## src/rtl/mscr_pkg.sv

```systemverilog
// Shared types, codes and constants of the multi-stop grid route cost core.
package mscr_pkg;

  typedef enum logic [1:0] {
    FUNC_CELL = 2'd0,
    FUNC_DEST = 2'd1,
    FUNC_RUN  = 2'd2,
    FUNC_NOP  = 2'd3
  } func_e;

  typedef enum logic [1:0] {
    REG_GRID_SIZE  = 2'd0,
    REG_DEST_COUNT = 2'd1,
    REG_START_ROW  = 2'd2,
    REG_START_COL  = 2'd3
  } reg_e;

  typedef enum logic [2:0] {
    S_IDLE,
    S_CLEAR,
    S_RELAX,
    S_GATHER,
    S_ORDER,
    S_DONE
  } state_e;

  localparam int unsigned CFG_W    = 7;
  localparam int unsigned COORD_W  = 6;
  localparam int unsigned HPORT_W  = 8;
  localparam int unsigned SLOT_W   = 3;
  localparam int unsigned COST_W   = 23;

  localparam logic [6:0] GRID_SIZE_RST  = 7'd64;
  localparam logic [2:0] DEST_COUNT_RST = 3'd1;

  // Relaxation phases of one cell: addresses go out in phases 0 to 8,
  // data comes back in phases 1 to 9, the write-back is phase 10.
  localparam logic [3:0] PH_CENTER = 4'd1;
  localparam logic [3:0] PH_ISSUE  = 4'd8;
  localparam logic [3:0] PH_NB_END = 4'd9;
  localparam logic [3:0] PH_LAST   = 4'd10;

  // Offset zero first (the cell itself), then the eight neighbors.
  localparam logic signed [1:0] DIR_DR [9] =
    '{2'sd0, -2'sd1, -2'sd1, -2'sd1, 2'sd0, 2'sd0, 2'sd1, 2'sd1, 2'sd1};
  localparam logic signed [1:0] DIR_DC [9] =
    '{2'sd0, -2'sd1, 2'sd0, 2'sd1, -2'sd1, 2'sd1, -2'sd1, 2'sd0, 2'sd1};

  typedef struct packed {
    logic load_en;
    logic run_init;
    logic clear_step;
    logic relax_step;
    logic gather_step;
    logic next_src;
    logic order_init;
    logic order_step;
  } cmd_t;

  typedef struct packed {
    logic clear_last;
    logic sweep_end;
    logic sweep_chg;
    logic gather_last;
    logic src_last;
    logic order_last;
  } status_t;

endpackage

```

## src/rtl/mscr_ctrl.sv

```systemverilog
// Controller state machine that sequences load, clear, relax, gather and order phases.
module mscr_ctrl (
  input  logic              clk_i,
  input  logic              rst_ni,
  input  logic              start_i,
  input  logic [1:0]        func_i,
  input  mscr_pkg::status_t stat_i,
  output mscr_pkg::cmd_t    cmd_o,
  output logic              busy_o,
  output logic              valid_o
);
  import mscr_pkg::*;

  state_e state_q, state_d;

  always_ff @(posedge clk_i or negedge rst_ni) begin
    if (!rst_ni) begin
      state_q <= S_IDLE;
    end else begin
      state_q <= state_d;
    end
  end

  always_comb begin
    cmd_o   = '0;
    state_d = state_q;
    unique case (state_q)
      S_IDLE: begin
        if (start_i) begin
          if (func_e'(func_i) == FUNC_RUN) begin
            cmd_o.run_init = 1'b1;
            state_d        = S_CLEAR;
          end else begin
            cmd_o.load_en = 1'b1;
          end
        end
      end
      S_CLEAR: begin
        cmd_o.clear_step = 1'b1;
        if (stat_i.clear_last) begin
          state_d = S_RELAX;
        end
      end
      S_RELAX: begin
        cmd_o.relax_step = 1'b1;
        if (stat_i.sweep_end && !stat_i.sweep_chg) begin
          state_d = S_GATHER;
        end
      end
      S_GATHER: begin
        cmd_o.gather_step = 1'b1;
        if (stat_i.gather_last) begin
          if (stat_i.src_last) begin
            cmd_o.order_init = 1'b1;
            state_d          = S_ORDER;
          end else begin
            cmd_o.next_src = 1'b1;
            state_d        = S_CLEAR;
          end
        end
      end
      S_ORDER: begin
        cmd_o.order_step = 1'b1;
        if (stat_i.order_last) begin
          state_d = S_DONE;
        end
      end
      S_DONE: begin
        state_d = S_IDLE;
      end
      default: begin
        state_d = S_IDLE;
      end
    endcase
  end

  assign busy_o  = (state_q != S_IDLE);
  assign valid_o = (state_q == S_DONE);

endmodule

```

## config.mk

```make
export PLATFORM = sky130hd
export DESIGN_NAME = mscr_ctrl
export DESIGN_NICKNAME = d
export VERILOG_FILES = /design/src/rtl/mscr_pkg.sv /design/src/rtl/mscr_ctrl.sv
export SDC_FILE = /design/constraint.sdc
export NUM_CORES = 1
export LEC_CHECK = 0
export CAP_MARGIN = 20
export CORE_AREA = 4 4 41 43
export CTS_CLUSTER_DIAMETER = 50
export DETAILED_ROUTE_END_ITERATION = 10
export DIE_AREA = 0 0 45 47
export DONT_BUFFER_PORTS = 1
export HOLD_SLACK_MARGIN = 0.06
export PLACE_DENSITY_LB_ADDON = 0.3
export SETUP_SLACK_MARGIN = 0.2
export SLEW_MARGIN = 30
export SYNTH_ARGS = -nofsm -noshare
export SYNTH_HDL_FRONTEND = slang
export SYNTH_SLANG_ARGS = --single-unit
export TNS_END_PERCENT = 30
```

## constraint.sdc

```tcl
create_clock -name clk_i -period 1.9 [get_ports clk_i]
set_clock_uncertainty 0.2 [all_clocks]
set_input_delay 0 -clock clk_i [delete_from_list [all_inputs] [get_ports clk_i]]
set_output_delay 0 -clock clk_i [all_outputs]
set_load 0.02 [all_outputs]
```

==> After elaboration in Yosys (flattened, before gate mapping) <==
Index checks and enable logic that the tools add are counted.
{ "word_totals": {"regBits": 3, "in_bits": 11, "out_inout_bits": 10, "wordCells": 37} }
{ "op_classes": {"eq_ne": 12, "mux": 19, "reduce_logical": 5} }
{ "op_table": {"columns": ["op", "n"], "rows": [
  ["two-way mux 3 bit", 8],
  ["one-hot mux 3 bit (5 select lines)", 1],
  ["!= test 2 bit (second input constant)", 6],
  ["two-way mux 1 bit", 7],
  ["equality test 3 x 2 -> 1 bit (second input constant)", 2],
  ["equality test 3 bit (second input constant)", 2],
  ["two-way mux 2 bit", 3],
  ["AND reduction 6 bit", 1],
  ["equality test 3 x 1 -> 1 bit (second input constant)", 1],
  ["logical NOT 3 bit", 1],
  ["nonzero test 3 bit", 1],
  ["equality test 2 bit (second input constant)", 1],
  ["logical AND 1 bit", 1],
  ["logical NOT 1 bit", 1]
]} }

==> Longest topological paths before layout <==
Gate-level depths: netlist (run 1).
{ "logic_depth": {"ltp_word": 4, "ltp_mapped": 5} }

==> Worst setup path after synthesis (run 1) <==
OpenSTA, ideal clock, no wires.
{ "synth_timing": {"kind": "register to register", "startpoint": "reg state_q[1]", "endpoint": "reg state_q[2]", "arrival_time_ns": 1.166, "path_slack_ns": 0.469, "stages_incl_launch_ff": 6, "synth_period_minus_slack_ns": 1.431, "path_cell_list": "dfrtp_1 buf_4 nor2b_1 nand3_1 nor2_1 or2_1"} }
{ "synth_via": {"elab_chain_len": 3, "word_cells_on_any_way": 13, "classes_between": "10 x eq/ne; 1 x mux; 2 x reduce/logical"} }
{ "synth_lines": {"columns": ["item", "line", "source"], "rows": [
  ["start, declared", "mscr_ctrl.sv:14", "state_e state_q, state_d;"],
  ["start signal, assigned", "mscr_ctrl.sv:20", "state_q <= state_d;"],
  ["equality test 3 x 2 -> 1 bit, or another cell as far along", "mscr_ctrl.sv:27", "unique case (state_q)"],
  ["!= test 2 bit (no line)", null, null],
  ["AND reduction 6 bit (no line)", null, null]
]} }
Several ways; a longest one is shown, not always the timed one.
A chain may end at the register's enable or synchronous reset.

==> Worst setup path in the final report (run 1) <==
{ "layout_timing": {"startpoint": "reg state_q[0]", "endpoint": "reg state_q[1]"} }
Same word-level chain as after synthesis.

==> impl_results.md, run 1 <==
- Commonest cells after routing, fill and taps aside: 12 x dlygate4sd3_1, 6 x nor2_1, 4 x a21oi_1
- Layout cell share with drive strength beyond 1: 0.208
- TritonCTS clock tree: yes
- Commonest non-fill, non-tap cell in the layout: dlygate4sd3_1
- Setup bufs post-CTS: 0
- Seq/Total Area, Yosys: 0.273
- Number of flip-flops in the largest register: 3
- Critical path class: register to register
- Worst Path Arrival: 1.56 ns
- Power, Total: 0.616 mW
- Sequential share of power: 0.254
- Largest net degree at the start of global routing: 11
- CP endpoint kind: register
- Slew HR: 0.739
- CP Cell Sequence: nand2_1 -> nand2_1 -> a21oi_1 -> dlygate4sd3_1
- Hold/Removal Path Class: primary input to output port
- Die height: 47 µm
- Syn Inst Count: 37
- Wire length per cell: 11.5 µm
- WHS: 0.0632 ns
- GRT Residual Overflow: 0
- Most used cell, CP: nand2_1
- Global placement routability congestion: 0.701
- Number of global-route vias before repair: 345
- Number of diodes: 0
- DP HPWL: 565 µm
- Yosys Warn Count: 0
- DR vias: 313
- Top-Level Pins: 21
- Core area: 1300 µm²
- Pint: 0.315 mW
- Synth cell types: 20
- P_leak: 0.203 nW
- Total CTS buffers: 3
- Drt drc: 0
- Largest regs: state_q x3
- RSZ-0062 raised after global routing: true
- Final layout net count: 65
- Seq cells post-synth: 3
- Status: finished, final reports clean
- Worst IR drop on VDD: 552 µV
- First-pass GRT wire length: 1.37 mm
- Number of I/O port buffers: 0
- Crit start category: register
- FP Rows: 13
- Die area: 2120 µm²
- Drt first pass iters: 1
- Top cell type's share of synthesized area: 0.273
- Final Cycle Share: 0.868
- Clock network power share: 0.180
- Highest Clock Rate: 0.606 GHz
- WP data required: 1.81 ns
- CTS clk-pin slew, worst paths: 0.03 ns
- Post-DRT Antenna Nets: 0
- Avg Cell Area, Syn: 7.44 µm²
- Final Hold Viols: 0
- Slowest CP cell: dlygate4sd3_1
- Sw frac: 0.489
- Final setup viols: 0
- Largest area contributor in the netlist: dfrtp_1
- Detailed Route WL: 783 µm
- Synth Cell Area: 275 µm²
- Final count of pins violating max slew: 0
- First DRT Iteration DRCs: 0
- Initial Utilization: 0.212
- Net Sw Power: 0.301 mW
- Net Count, Synth: 48
- Biggest register: state_q
- H-Tree Depth: 1
- CTS Buffer Depth: 2
- Root buf cell: clkbuf_4
- Die width: 45 µm
- Clk Latency, worst-skew pair: 0.23 ns
- Slowest Stage Delay on Critical Path: 0.56 ns
- Max-Cap Viols: 0
- Synth top area cells: dfrtp_1 27%, nor2_1 8.2%, a21oi_1 7.3%, o32ai_2 5.9%, and3_1 4.5%
- Initial antenna violation count: 0
- PD cells: 1400 nW/µm²
- Fin Setup TNS: 0 ns
- Total track usage: 0.0895
- Largest fanout on the critical path: 10
- Sink Count: 3
- Worst-Margin Slew: 0.390 ns
- Area delta synth->final: 59.5%
- Combinational share of power: 0.566
- Post-DR vias/cell: 4.60
- Min cycle time layout: 1.65 ns
[power groups by stage]
stage / clock (mW) / combinational, mW / sequential, mW
after floorplan: 0 / 0.338 / 0.105
after global placement: 0 / 0.306 / 0.157
after detailed placement: 0 / 0.309 / 0.160
after CTS: 0.115 / 0.350 / 0.158
after global routing: 0.126 / 0.392 / 0.164
final: 0.111 / 0.348 / 0.157
[worst paths after layout]
| kind | endpoint | start | slack (ns) | depth (start not counted) |
|---|---|---|---|---|
| max | state_q[1] | state_q[0] | 0.25 | 4 |
| min | cmd_o[7] | func_i[1] | 0.06 | 2 |
| max reg2reg | state_q[1] | state_q[0] | 0.25 | 4 |
| min reg2reg | state_q[0] | state_q[0] | 0.58 | 2 |
| max in group asynchronous | state_q[0] | rst_ni | 1.00 | 2 |
| min in group asynchronous | state_q[2] | rst_ni | 0.36 | 2 |
[cells in the mapped netlist]
library cell / number
nor2_1: 6
a21oi_1: 4
dfrtp_1: 3
nand2_1: 3
and3_1: 2
inv_2: 2
nand2b_1: 2
nand3_1: 2
nor2b_1: 2
and2_1: 1
buf_4: 1
buf_6: 1
clkinv_1: 1
inv_1: 1
mux2_2: 1
nor3_1: 1
nor3_2: 1
o311a_1: 1
o32ai_2: 1
or2_1: 1
[per-layer routing]
metal,up-vias,track usage,part of all wire
met4,0,0.0526,0
met5,-,0,0
li1,154,-,-
met3,0,0.0460,0.12
met1,141,0.0984,0.40
met2,18,0.138,0.48
[kinds of logic after synthesis]
kind of cell    count (synthesis)  synth area share
flops                           3             0.273
buf+inv                         6             0.123
compound gates                  6             0.168
mux                             1            0.0409
simple gates                   21             0.395
[through the flow]
stage / instance area [µm²] / worst slack [ns] / instances / utilization
6_report: 439 / 0.250 / 68 / 0.338
5_1_grt: 439 / 0.184 / 68 / 0.338
4_1_cts: 437 / 0.255 / 68 / 0.336
3_5_place_dp: 290 / 0.426 / 52 / 0.223
3_3_place_gp: 290 / 0.447 / 52 / 0.223
2_1_floorplan: 275 / 0.469 / 37 / -
[worst max-delay path: cells and delay by family, from the launching register on]
family                 cells  cell delay (ns)
and+or+nand+nor            2             0.20
buffers and inverters      1             0.56
DFF                        1             0.51
AOI/OAI and AO/OA          1             0.06
[repair_timing]
item | in CTS | in global routing
hold buffers | 12 | 0
endpoints found under the hold margin | 10 | 0
endpoints found under the setup margin | 0 | 3
gates resized for setup | 0 | 1
[cell type report]
class	instances	area, µm²
Timing Repair Buffer	14	135
Multi-Input combinational cell	28	169
Tap cell	15	18.8
Inverter	4	15.0
Fill cell	146	862
Sequential cell	3	75.1
Clock buffer	4	26.3
No activity file was read; power rests on OpenSTA's default activity.
==> run 2: changes to the inputs <==
- clock period: 1.9 -> 2.1 ns (I/O delays scaled with it)
==> run 2 against run 1 <==
  * Final cell count decreased by 1.5%
  * Setup slack improved by 0.19 ns
  * Critical path depth unchanged
  * Clock power decreased by 9%
  * Sequential share of layout area increased by 0.40 points
  * Register-to-register slack improved by 0.19 ns
  * Critical path type unchanged
  * Critical endpoint unchanged
  * Highest routed layer unchanged
==> impl_results.md, run 2 (synthesis gave the netlist of run 1 again) <==
- CTS clk-pin slew, worst paths: 0.03 ns
- Setup bufs post-CTS: 0
- Die height: 47 µm
- Die area: 2120 µm²
- Status: finished, final reports clean
- Number of global-route vias before repair: 293
- DR vias: 299
- CP Cell Sequence: nand2_1 -> nand2_1 -> a21oi_1 -> dlygate4sd3_1
- Largest regs: state_q x3
- Max-Cap Viols: 0
- Critical path class: register to register
- Wire length per cell: 11.2 µm
- Top-Level Pins: 21
- Die width: 45 µm
- Worst R2R Setup Slack: 0.44 ns
- WP data required: 2.01 ns
- DP HPWL: 552 µm
- P_leak: 0.197 nW
- Clk Latency, worst-skew pair: 0.23 ns
- Reg-to-Reg Start: state_q[0]
- Largest net degree at the start of global routing: 11
- Worst r2r dst: state_q[1]
- Slowest Stage Delay on Critical Path: 0.56 ns
- Final Hold Viols: 0
- Slew HR: 0.587
- Most used cell, CP: nand2_1
- Fin Setup TNS: 0 ns
- Number of I/O port buffers: 0
- Worst Path Arrival: 1.57 ns
- RSZ-0062 raised after global routing: false
- Sink Count: 3
- Area delta synth->final: 55.9%
- Root buf cell: clkbuf_4
- First-pass GRT wire length: 1.26 mm
- Commonest non-fill, non-tap cell in the layout: dlygate4sd3_1
- Number of diodes: 0
- Crit start category: register
- CTS Buffer Depth: 2
- Min cycle time layout: 1.66 ns
- Critical Path Stages: 4
- Total track usage: 0.0863
- Dominant delay contributor by cell family on the critical path: buffers and inverters
- PD cells: 1260 nW/µm²
- Worst setup path startpoint: state_q[0]
- Layout cell share with drive strength beyond 1: 0.173
- H-Tree Depth: 1
- Worst IR drop on VDD: 554 µV
- Final setup viols: 0
- Slowest CP cell: dlygate4sd3_1
- Commonest cells after routing, fill and taps aside: 12 x dlygate4sd3_1, 6 x nor2_1, 4 x a21oi_1
- First DRT Iteration DRCs: 2
- Register-to-Register Path Depth: 4
- GRT Residual Overflow: 0
- Hold/Removal Path Class: primary input to output port
- Core area: 1300 µm²
- Initial antenna violation count: 0
- Detailed Route WL: 752 µm
- Post-DR vias/cell: 4.46
- Global placement routability congestion: 0.715
- Crit path to: state_q[1]
- Final count of pins violating max slew: 0
- Total CTS buffers: 3
- Final core occ: 0.330
- Worst Path Buf+Inv: 1
- Initial Utilization: 0.212
- Largest fanout on the critical path: 10
- Final Cycle Share: 0.792
- TritonCTS clock tree: yes
- Drt drc: 0
- Biggest register: state_q
- Highest Clock Rate: 0.601 GHz
- FP Rows: 13
- Worst-Margin Slew: 0.614 ns
- Final layout net count: 64
- Number of flip-flops in the largest register: 3
- CP endpoint kind: register
- Drt first pass iters: 3
- Post-DRT Antenna Nets: 0
run 2: metrics by stage:
step                      worst slack (ns)  hold slack [ns]  power [mW]  instance area [µm²]  instances
after detailed placement             0.606           -0.495       0.408                  283         51
after global routing                 0.354            0.121       0.601                  429         67
after floorplan                      0.669           -0.496       0.401                  275         37
after CTS                            0.453           0.0972       0.550                  429         67
after global placement               0.602           -0.495       0.408                  283         51
final                                0.437           0.0937       0.542                  429         67
run 2: report_power, final:
part           leakage [nW]  total (mW)  internal, mW  switching (mW)
Sequential           0.0376       0.141        0.0821          0.0593
Combinational         0.144       0.300         0.121           0.179
Clock                0.0150       0.101        0.0712          0.0299
Total                 0.197       0.542         0.274           0.268
run 2: repair_timing:
action | CTS | global route
resized for setup | 0 | 0
hold buffers | 12 | 0
hold endpoints to repair | 10 | 0
run 2: worst min-delay path by stage:
stage | start | end | slack [ns] | depth (start not counted)
after floorplan | rst_ni | state_q[0] | -0.50 | 0
after global placement | rst_ni | state_q[2] | -0.50 | 0
after detailed placement | rst_ni | state_q[2] | -0.50 | 0
after CTS | func_i[1] | cmd_o[7] | 0.1 | 2
after global routing | func_i[1] | cmd_o[7] | 0.12 | 2
final | func_i[1] | cmd_o[7] | 0.09 | 2
run 2: final cells by class:
type / instances / area, µm²
Tap cell: 15 / 18.8
Fill cell: 145 / 872
Inverter: 4 / 15.0
Multi-Input combinational cell: 28 / 166
Timing Repair Buffer: 13 / 128
Sequential cell: 3 / 75.1
Clock buffer: 4 / 26.3
run 2: per-layer routing:
layer,vias to the layer above,global-route usage,part of all wire
met5,-,0,0
met4,0,0.0526,0
met3,0,0.0421,0.12
met2,17,0.133,0.43
met1,130,0.0961,0.45
li1,152,-,-
==> run 3: changes to the inputs <==
- clock period: 2.1 -> 1.65 ns (I/O delays scaled with it)
==> run 3 against run 2 <==
  * Clock power grew 29%
  * Count of clock-buffer cells in the layout unchanged
  * Power grew 48%
  * First-iteration DRC count is the same
  * Sequential power up 33%
  * Flip-flop and latch count unchanged
  * Routed wire length increased by 6.8%
  * Core utilization up 5.3 points
  * Cell area grew 16%
  * Via count grew 7.4%
==> impl_results.md, run 3 (synthesis gave the netlist of run 1 again) <==
- Largest regs: state_q x3
- Worst-Margin Slew: 0.333 ns
- WP data required: 1.45 ns
- Biggest register: state_q
- Crit start category: register
- Drt drc: 0
- Initial Utilization: 0.212
- Commonest non-fill, non-tap cell in the layout: dlygate4sd3_1
- Combinational share of power: 0.606
- Core area: 1300 µm²
- PD cells: 1610 nW/µm²
- Detailed Route WL: 803 µm
- Critical path class: register to output port
- Drt first pass iters: 2
- Hold/Removal Path Class: primary input to register
- Final layout net count: 68
- DP HPWL: 562 µm
- Worst IR drop on VDD: 763 µV
- Worst Path Arrival: 1.21 ns
- Power, Total: 0.804 mW
- Sequential share of power: 0.232
- Final core occ: 0.383
- Clk Latency, worst-skew pair: 0.24 ns
- Worst R2R Setup Slack: 0.25 ns
- Number of flip-flops in the largest register: 3
- Reg-to-Reg Start: state_q[0]
- Min cycle time layout: 1.41 ns
- Net Sw Power: 0.391 mW
- RSZ-0062 raised after global routing: true
- Post-route cell area: 498 µm²
- Hold Path Depth: 3
- Worst Hold End: state_q[1]
- Top-Level Pins: 21
- Pint: 0.413 mW
- Area after DPL: 290 µm²
- Pre-CTS WS: 0.190 ns
- First-pass GRT wire length: 1.30 mm
- First DRT Iteration DRCs: 2
- Highest Clock Rate: 0.710 GHz
- Final Hold Viols: 0
- Layout cell share with drive strength beyond 1: 0.482
- Root buf cell: clkbuf_4
- Post-DRT Antenna Nets: 0
- DR vias: 321
- Post-DR vias/cell: 4.52
- Area delta synth->final: 80.9%
- Max-Cap Viols: 0
- Total track usage: 0.0863
- Commonest cells after routing, fill and taps aside: 11 x dlygate4sd3_1, 6 x buf_4, 4 x nor2_2
- Largest fanout on the critical path: 5
- Sink Count: 3
- Fillers: 146
- Global placement routability congestion: 0.719
- Final setup viols: 0
- TritonCTS clock tree: yes
- Register-to-Register Path Depth: 2
- Largest net degree at the start of global routing: 11
- P_leak: 0.214 nW
- Final setup margin: 0.242 ns
- Sw frac: 0.487
- Die width: 45 µm
- CTS clk-pin slew, worst paths: 0.03 ns
- Hold path start: stat_i[5]
- Final Cycle Share: 0.854
- Number of I/O port buffers: 0
- Slew HR: 0.778
- CTS Buffer Depth: 2
- GRT Residual Overflow: 0
- FP Rows: 13
- Status: finished, final reports clean
- Fin Setup TNS: 0 ns
- CP endpoint kind: output port
- Clock network power share: 0.162
- Die area: 2120 µm²
- H-Tree Depth: 1
- Initial antenna violation count: 0
- Wire length per cell: 11.3 µm
- Die height: 47 µm
- Number of diodes: 0
- Worst r2r dst: state_q[0]
- Number of global-route vias before repair: 310
- Final count of pins violating max slew: 0
- Total CTS buffers: 3
## run 3: worst max-delay path by stage
stage | from | endpoint | slack (ns) | cells past startpoint
after floorplan | state_q[1] | state_q[2] | 0.22 | 5
after global placement | state_q[0] | state_q[0] | 0.19 | 4
after detailed placement | state_q[0] | state_q[0] | 0.19 | 4
after CTS | state_q[2] | cmd_o[1] | 0.18 | 4
after global routing | state_q[2] | cmd_o[1] | 0.15 | 4
final | state_q[1] | cmd_o[1] | 0.24 | 4
## run 3: area by class of cell
type                            count  area, µm²  share of cell area
Multi-Input combinational cell     28        204               0.410
Timing Repair Buffer               17        155               0.312
Sequential cell                     3       78.8               0.158
Clock buffer                        4       26.3              0.0528
Tap cell                           15       18.8              0.0377
Inverter                            4       15.0              0.0302
## run 3: layer usage
layer / wire length (µm) / vias to the layer above / track usage
met5: 0 / - / 0
li1: - / 162 / -
met1: 367 / 142 / 0.105
met3: 99 / 0 / 0.0498
met2: 336 / 17 / 0.133
met4: 0 / 0 / 0.0175
## run 3: power groups by stage
| stage | registers (mW) | logic [mW] | clock network [mW] |
|---|---|---|---|
| floorplan | 0.120 | 0.389 | 0 |
| global placement | 0.183 | 0.352 | 0 |
| detailed placement | 0.182 | 0.353 | 0 |
| CTS | 0.172 | 0.456 | 0.138 |
| global route | 0.191 | 0.537 | 0.145 |
| finish | 0.187 | 0.487 | 0.130 |
## run 3: worst max-delay path: stages (launching register included)
cell,delay (ns)
dfrtp_2,0.41
nor2b_2,0.20
nand3_2,0.11
nor2_2,0.11
buf_4,0.15
## run 3: repair_timing
item | CTS | global route
cloned | 0 | 0
resized for setup | 7 | 8
endpoints found under the hold margin | 10 | 0
pin swaps | 2 | 1
buffers inserted | 4 | 0
hold buffers | 11 | 0
setup endpoints to repair | 7 | 8
## run 3: through the flow
step                hold slack, ns  std cells
floorplan                   -0.496         37
global placement            -0.495         52
detailed placement          -0.495         52
CTS                          0.311         71
global route                 0.343         71
finish                       0.321         71
